===== config.mk =====
export PLATFORM = sky130hd
export DESIGN_NAME = lscl_pass
export DESIGN_NICKNAME = d
export VERILOG_FILES = /design/src/design/lscl_pkg.sv /design/src/design/lscl_pass.sv
export SDC_FILE = /design/constraint.sdc
export NUM_CORES = 2
export LEC_CHECK = 0
export ABC_AREA = 1
export BUFFER_PORTS_ARGS = -buffer_cell sky130_fd_sc_hd__buf_2
export CORE_ASPECT_RATIO = 1.75
export CORE_MARGIN = 1.5
export CORE_UTILIZATION = 56
export CTS_CLUSTER_DIAMETER = 40
export CTS_CLUSTER_SIZE = 14
export DETAILED_ROUTE_END_ITERATION = 8
export GPL_TIMING_DRIVEN = 1
export HOLD_SLACK_MARGIN = 0.08
export PLACE_DENSITY = 0.73
export SLEW_MARGIN = 20
export SYNTH_ARGS = -nofsm -noshare
export SYNTH_HDL_FRONTEND = slang
export SYNTH_SLANG_ARGS = --single-unit

===== constraint.sdc =====
create_clock -name clk -period 14.51 [get_ports clk]
set_input_delay 2.902 -clock clk [delete_from_list [all_inputs] [get_ports clk]]
set_output_delay 2.902 -clock clk [all_outputs]
set_load 0.005 [all_outputs]

===== src/design/lscl_pkg.sv =====
package lscl_pkg;

  typedef struct packed {
    logic valid;
    logic done;
    logic acc;
  } ctl_t;

  typedef struct packed {
    logic [3:0] c0;
    logic [3:0] c1;
  } codes_t;

  localparam logic [3:0] OC_LEFT   = 4'd1;
  localparam logic [3:0] OC_RIGHT  = 4'd2;
  localparam logic [3:0] OC_BOTTOM = 4'd4;
  localparam logic [3:0] OC_TOP    = 4'd8;

  localparam logic [1:0] REG_LEFT   = 2'd0;
  localparam logic [1:0] REG_RIGHT  = 2'd1;
  localparam logic [1:0] REG_BOTTOM = 2'd2;
  localparam logic [1:0] REG_TOP    = 2'd3;

endpackage


===== src/design/lscl_pass.sv =====
module lscl_pass #(
  parameter int W = 16
) (
  input  logic                 clk,
  input  logic                 rst_n,
  input  logic                 en,
  input  logic [W-1:0]         win_left,
  input  logic [W-1:0]         win_right,
  input  logic [W-1:0]         win_bottom,
  input  logic [W-1:0]         win_top,
  input  lscl_pkg::ctl_t       in_ctl,
  input  logic [W-1:0]         in_x0,
  input  logic [W-1:0]         in_y0,
  input  logic [W-1:0]         in_x1,
  input  logic [W-1:0]         in_y1,
  output lscl_pkg::ctl_t       out_ctl,
  output logic [W-1:0]         out_x0,
  output logic [W-1:0]         out_y0,
  output logic [W-1:0]         out_x1,
  output logic [W-1:0]         out_y1,
  output lscl_pkg::codes_t     out_codes
);

  localparam int NDS = (W + 1) / 2;
  localparam int NSB = NDS + 2;
  localparam int L   = NSB - 1;

  function automatic logic [3:0] outcode(input logic signed [W-1:0] x,
                                         input logic signed [W-1:0] y,
                                         input logic signed [W-1:0] wl,
                                         input logic signed [W-1:0] wr,
                                         input logic signed [W-1:0] wb,
                                         input logic signed [W-1:0] wt);
    logic [3:0] c;
    c = '0;
    if (x < wl) c = c | lscl_pkg::OC_LEFT;
    else if (x > wr) c = c | lscl_pkg::OC_RIGHT;
    if (y < wb) c = c | lscl_pkg::OC_BOTTOM;
    else if (y > wt) c = c | lscl_pkg::OC_TOP;
    return c;
  endfunction

  // stage A: decide, pick edge, form magnitudes
  logic [3:0]   a_c0, a_c1, a_co;
  logic         a_done, a_acc, a_sel_end, a_on_x, a_neg;
  logic [W-1:0] a_edge, a_base;
  logic [W:0]   a_n, a_m, a_d, a_na, a_ma, a_da;

  always_comb begin
    a_c0 = outcode(in_x0, in_y0, win_left, win_right, win_bottom, win_top);
    a_c1 = outcode(in_x1, in_y1, win_left, win_right, win_bottom, win_top);
    a_done = in_ctl.done;
    a_acc  = in_ctl.acc;
    if (!in_ctl.done) begin
      if ((a_c0 | a_c1) == 4'd0) begin
        a_done = 1'b1;
        a_acc  = 1'b1;
      end else if ((a_c0 & a_c1) != 4'd0) begin
        a_done = 1'b1;
        a_acc  = 1'b0;
      end
    end
    a_sel_end = (a_c0 == 4'd0);
    a_co = a_sel_end ? a_c1 : a_c0;
    if ((a_co & lscl_pkg::OC_TOP) != 4'd0) begin
      a_edge = win_top;
      a_on_x = 1'b0;
    end else if ((a_co & lscl_pkg::OC_BOTTOM) != 4'd0) begin
      a_edge = win_bottom;
      a_on_x = 1'b0;
    end else if ((a_co & lscl_pkg::OC_RIGHT) != 4'd0) begin
      a_edge = win_right;
      a_on_x = 1'b1;
    end else begin
      a_edge = win_left;
      a_on_x = 1'b1;
    end
    if (!a_on_x) begin
      a_n = {in_x1[W-1], in_x1} - {in_x0[W-1], in_x0};
      a_m = {a_edge[W-1], a_edge} - {in_y0[W-1], in_y0};
      a_d = {in_y1[W-1], in_y1} - {in_y0[W-1], in_y0};
      a_base = in_x0;
    end else begin
      a_n = {in_y1[W-1], in_y1} - {in_y0[W-1], in_y0};
      a_m = {a_edge[W-1], a_edge} - {in_x0[W-1], in_x0};
      a_d = {in_x1[W-1], in_x1} - {in_x0[W-1], in_x0};
      a_base = in_y0;
    end
    a_neg = a_n[W] ^ a_m[W] ^ a_d[W];
    a_na = a_n[W] ? (~a_n + 1'b1) : a_n;
    a_ma = a_m[W] ? (~a_m + 1'b1) : a_m;
    a_da = a_d[W] ? (~a_d + 1'b1) : a_d;
  end

  lscl_pkg::ctl_t ctl_r [NSB];
  logic [W-1:0] x0_r [NSB];
  logic [W-1:0] y0_r [NSB];
  logic [W-1:0] x1_r [NSB];
  logic [W-1:0] y1_r [NSB];
  logic [W-1:0] edge_r [NSB];
  logic [W-1:0] base_r [NSB];
  logic [W-1:0] ad_r [NSB];
  logic         neg_r [NSB];
  logic         on_x_r [NSB];
  logic         sel_end_r [NSB];
  logic [W-1:0] an_r, am_r;
  logic [W-1:0] rem_r [NDS+1];
  logic [W-1:0] quo_r [NDS+1];
  logic [W-1:0] lo_r [NDS+1];
  logic [2*W-1:0] prod;

  assign prod = an_r * am_r;

  // restoring division, two quotient bits per stage
  logic [W-1:0] dv_rem [NDS+1];
  logic [W-1:0] dv_quo [NDS+1];
  logic [W-1:0] dv_lo [NDS+1];

  always_comb begin
    logic [W:0]   t;
    logic [W-1:0] r, q, l;
    dv_rem[0] = prod[2*W-1:W];
    dv_lo[0]  = prod[W-1:0];
    dv_quo[0] = '0;
    for (int i = 1; i <= NDS; i++) begin
      r = rem_r[i-1];
      q = quo_r[i-1];
      l = lo_r[i-1];
      for (int j = 0; j < 2; j++) begin
        if ((i - 1) * 2 + j < W) begin
          t = {r, l[W-1]};
          l = {l[W-2:0], 1'b0};
          if (t >= {1'b0, ad_r[i]}) begin
            t = t - {1'b0, ad_r[i]};
            q = {q[W-2:0], 1'b1};
          end else begin
            q = {q[W-2:0], 1'b0};
          end
          r = t[W-1:0];
        end
      end
      dv_rem[i] = r;
      dv_quo[i] = q;
      dv_lo[i]  = l;
    end
  end

  always_ff @(posedge clk) begin
    if (!rst_n) begin
      for (int i = 0; i < NSB; i++) ctl_r[i] <= '0;
    end else if (en) begin
      ctl_r[0] <= '{valid: in_ctl.valid, done: a_done, acc: a_acc};
      for (int i = 1; i < NSB; i++) ctl_r[i] <= ctl_r[i-1];
    end
  end

  always_ff @(posedge clk) begin
    if (en) begin
      x0_r[0] <= in_x0;
      y0_r[0] <= in_y0;
      x1_r[0] <= in_x1;
      y1_r[0] <= in_y1;
      edge_r[0] <= a_edge;
      base_r[0] <= a_base;
      ad_r[0] <= a_da[W-1:0];
      neg_r[0] <= a_neg;
      on_x_r[0] <= a_on_x;
      sel_end_r[0] <= a_sel_end;
      an_r <= a_na[W-1:0];
      am_r <= a_ma[W-1:0];
      for (int i = 1; i < NSB; i++) begin
        x0_r[i] <= x0_r[i-1];
        y0_r[i] <= y0_r[i-1];
        x1_r[i] <= x1_r[i-1];
        y1_r[i] <= y1_r[i-1];
        edge_r[i] <= edge_r[i-1];
        base_r[i] <= base_r[i-1];
        ad_r[i] <= ad_r[i-1];
        neg_r[i] <= neg_r[i-1];
        on_x_r[i] <= on_x_r[i-1];
        sel_end_r[i] <= sel_end_r[i-1];
      end
      for (int i = 0; i <= NDS; i++) begin
        rem_r[i] <= dv_rem[i];
        quo_r[i] <= dv_quo[i];
        lo_r[i]  <= dv_lo[i];
      end
    end
  end

  // final stage: new endpoint and its outcode
  logic [W:0]   f_qs, f_nc;
  logic [W-1:0] f_nx, f_ny, f_x0, f_y0, f_x1, f_y1;

  always_comb begin
    f_qs = neg_r[L] ? (~{1'b0, quo_r[NDS]} + 1'b1) : {1'b0, quo_r[NDS]};
    f_nc = {base_r[L][W-1], base_r[L]} + f_qs;
    f_nx = on_x_r[L] ? edge_r[L] : f_nc[W-1:0];
    f_ny = on_x_r[L] ? f_nc[W-1:0] : edge_r[L];
    f_x0 = x0_r[L];
    f_y0 = y0_r[L];
    f_x1 = x1_r[L];
    f_y1 = y1_r[L];
    if (!ctl_r[L].done) begin
      if (sel_end_r[L]) begin
        f_x1 = f_nx;
        f_y1 = f_ny;
      end else begin
        f_x0 = f_nx;
        f_y0 = f_ny;
      end
    end
  end

  lscl_pkg::ctl_t out_ctl_r;
  logic [W-1:0]   out_x0_r, out_y0_r, out_x1_r, out_y1_r;
  logic [3:0]     out_c0_r, out_c1_r;

  always_ff @(posedge clk) begin
    if (!rst_n) begin
      out_ctl_r <= '0;
    end else if (en) begin
      out_ctl_r <= ctl_r[L];
    end
  end

  always_ff @(posedge clk) begin
    if (en) begin
      out_x0_r <= f_x0;
      out_y0_r <= f_y0;
      out_x1_r <= f_x1;
      out_y1_r <= f_y1;
      out_c0_r <= outcode(f_x0, f_y0, win_left, win_right, win_bottom, win_top);
      out_c1_r <= outcode(f_x1, f_y1, win_left, win_right, win_bottom, win_top);
    end
  end

  assign out_ctl   = out_ctl_r;
  assign out_x0    = out_x0_r;
  assign out_y0    = out_y0_r;
  assign out_x1    = out_x1_r;
  assign out_y1    = out_y1_r;
  assign out_codes = '{c0: out_c0_r, c1: out_c1_r};

endmodule


==> flow_metrics.py <==
metrics = {
    "die": {
        "die_w_um": 290,
        "row_count": 183,
        "die_h_um": 505,
        "io_pins": 209,
        "die_area_um2": 146000,
        "core_area_um2": 142000,
        "start_util_pct": 56.5,
    },
    "yosys": {
        "postSynth.asyncResetShare_pct": 0,
        "yosysMostFrequentCell": "edfxtp_1",
        "synth_edf_count": 1540,
        "synth_cell_type_count": 60,
        "synth_top_cell_by_area": "edfxtp_1",
        "synth_area_um2": 80500,
        "synth_nets": 7965,
        "yosys_warnings": 0,
        "ys.flop_type": "edfxtp_1",
        "synth_top_cell_area_share_pct": 57.5,
        "synth_cells": 6943,
        "synth-seq-cells": 1543,
        "synth_area_leaders": "edfxtp_1, ha_1, nand2_1",
        "avgSynthCellArea_um2": 11.6,
        "seq_area_frac_synth_pct": 57.5,
        "synth_common_cells": "edfxtp_1, nand2_1, inv_1, ha_1, a21oi_1",
    },
    "detailed_routing": {
        "drt_iter0_drc": 3567,
        "post-route-drc-count": 0,
        "viasPerCell": 5.59,
        "routed-via-count": 50900,
        "ant_nets": 0,
        "wirelength_mm": 197,
        "firstDrtPassIters": 6,
        "wl_per_cell_um": 21.6,
    },
    "worst_setup_path": {
        "crit_type": "primary input to register",
        "cp_max_fo": 33,
        "crit_top_cell": "nand2_1",
        "r2r_slack_ps": 7510,
        "start_kind": "primary input",
        "cp.arrival_ps": 9860,
        "slowest_delay_ps": 750,
        "cp-end-kind": "register",
        "worstPathRequired_ps": 15020,
        "crit_slowest_cell": "inv_1",
    },
    "final_layout": {
        "fin_util_pct": 62.0,
        "final_layout_size_suffix_gt1_share_pct": 7.16,
        "stdcell_area_um2": 88300,
        "nets": 8205,
        "syn2layout_area_growth_pct": 9.68,
        "fillers": 11000,
    },
    "cts": {
        "cts_root_buf": "clkbuf_16",
        "cts_resized": 0,
        "ctsHoldBuffers": 0,
        "numCtsBuffers": 151,
        "cts.clk_slew.worst_paths_ps": 70,
        "cts_setup_buffers": 0,
        "ctsHtreeMaxLevel": 4,
        "clkLatencyLatePin_ps": 800,
        "cts_tree": "yes",
        "cts_buffer_depth": 3,
        "clock_sinks": 1543,
    },
    "sta": {
        "fin_tns_setup_ps": 0,
        "max_freq_mhz": 107,
        "min_period_ps": 9350,
        "max_slew_margin_pct": 24.1,
        "rsz0062_at_grt": "no",
        "setup_viol": 0,
        "worst_pin_slew_ps": 1130,
        "fin_crit_sh_pct": 64.4,
        "fin_worst_skew_ps": 47.3,
        "slew_violations": 0,
        "hold_viol_final": 0,
    },
    "hold_path": {
        "worstHoldPathType": "register to register",
    },
    "grt": {
        "grt_max_degree": 183,
        "antenna_found_initial": 9,
        "grt_use_total_pct": 27.5,
        "grt.overflow.total": 0,
        "first_global_vias": 52200,
        "grt_pass1_wl_mm": 298,
    },
    "placed_design": {
        "dpl.hpwl_mm": 151,
        "dpl_cell_area_um2": 83400,
        "io_buffers": 208,
        "gp_congestion": 0.955,
    },
    "run": {
        "drv_cap": 0,
    },
    "outcome": {
        "status": "complete, no violations",
    },
}
## path summary, 6_finish.rpt
check,end,startpoint,cells past startpoint
max reg2reg,rem_r[0][13]$_DFFE_PP_,am_r[6]$_DFFE_PP_,21
min,base_r[6][13]$_DFFE_PP_,base_r[5][13]$_DFFE_PP_,0
max,am_r[13]$_DFFE_PP_,win_top[13],30
min reg2reg,base_r[6][13]$_DFFE_PP_,base_r[5][13]$_DFFE_PP_,0
## routing by layer
metal,routed length [um],track usage [%],vias up
li1,-,-,24400
met1,74400,32.0,24500
met2,102000,49.0,1523
met3,9490,3.55,502
met4,11100,14.2,2
met5,11,0,-
## flip-flops by register name, indices dropped and copies added, names as in the netlist
name / flops
ad_r: 144
am_r: 16
an_r: 16
base_r: 160
ctl_r: 30
edge_r: 160
lo_r: 72
neg_r: 10
on_x_r: 10
out_c0_r: 4
out_c1_r: 4
out_ctl: 3
out_x0: 16
out_x1: 16
out_y0: 16
out_y1: 16
quo_r: 72
rem_r: 128
sel_end_r: 10
x0_r: 160
x1_r: 160
y0_r: 160
y1_r: 160
## critical path, delay by kind of cell
kind | cells | cell delay (ps)
xor+xnor | 1 | 100
fa+ha+maj | 3 | 880
compound gates | 5 | 2120
simple gates | 16 | 2370
buf+inv | 5 | 1470
## placed cells by master, fill, tap and decap left out, drive strengths merged, types with 15 or more instances in the layout
cell type	count
fa	213
o21ai	446
buf	242
nor3	34
a221oi	17
ha	675
mux2i	24
inv	931
nor2	245
or2	15
a22oi	15
clkbuf	166
nor4	17
edfxtp	1540
o21a	21
a21boi	20
a21oi	490
nand3	217
nand4	47
clkinv	40
nand2	1395
xnor2	181
xor2	155
## layout make-up
type	count	area [um^2]	share of cell area, %
Sequential cell	1543	46300	52.5
Multi-Input combinational cell	4332	30000	34.0
Clock buffer	166	3860	4.37
Inverter	913	3430	3.88
Tap cell	1850	2310	2.62
Timing Repair Buffer	242	1350	1.53
Clock inverter	69	978	1.11
Antenna cell	2	5.00	0.00567
## cells by family (layout without fill, tap and decap cells)
group,count (synthesis),after routing,synth area share (%)
buf+inv,1068,1390,5.15
compound gates,1095,1095,7.48
other cells,0,2,0
mux,25,25,0.312
xor+xnor,336,336,3.66
flops,1543,1543,57.5
simple gates,1988,1988,10.1
fa+ha+maj,888,888,15.8
## metrics by stage
step / setup WS, ps / hold slack, ps / instances
after floorplan: 7000 / 400 / 6943
after global placement: 4410 / 400 / 8880
after detailed placement: 4490 / 405 / 8880
after CTS: 5320 / 385 / 9115
after global routing: 4650 / 390 / 9116
final: 5160 / 392 / 9117
Power is left out: the tool's default activity adds up to more than one toggle a clock period on the data nets, which glitch-free logic cannot reach.
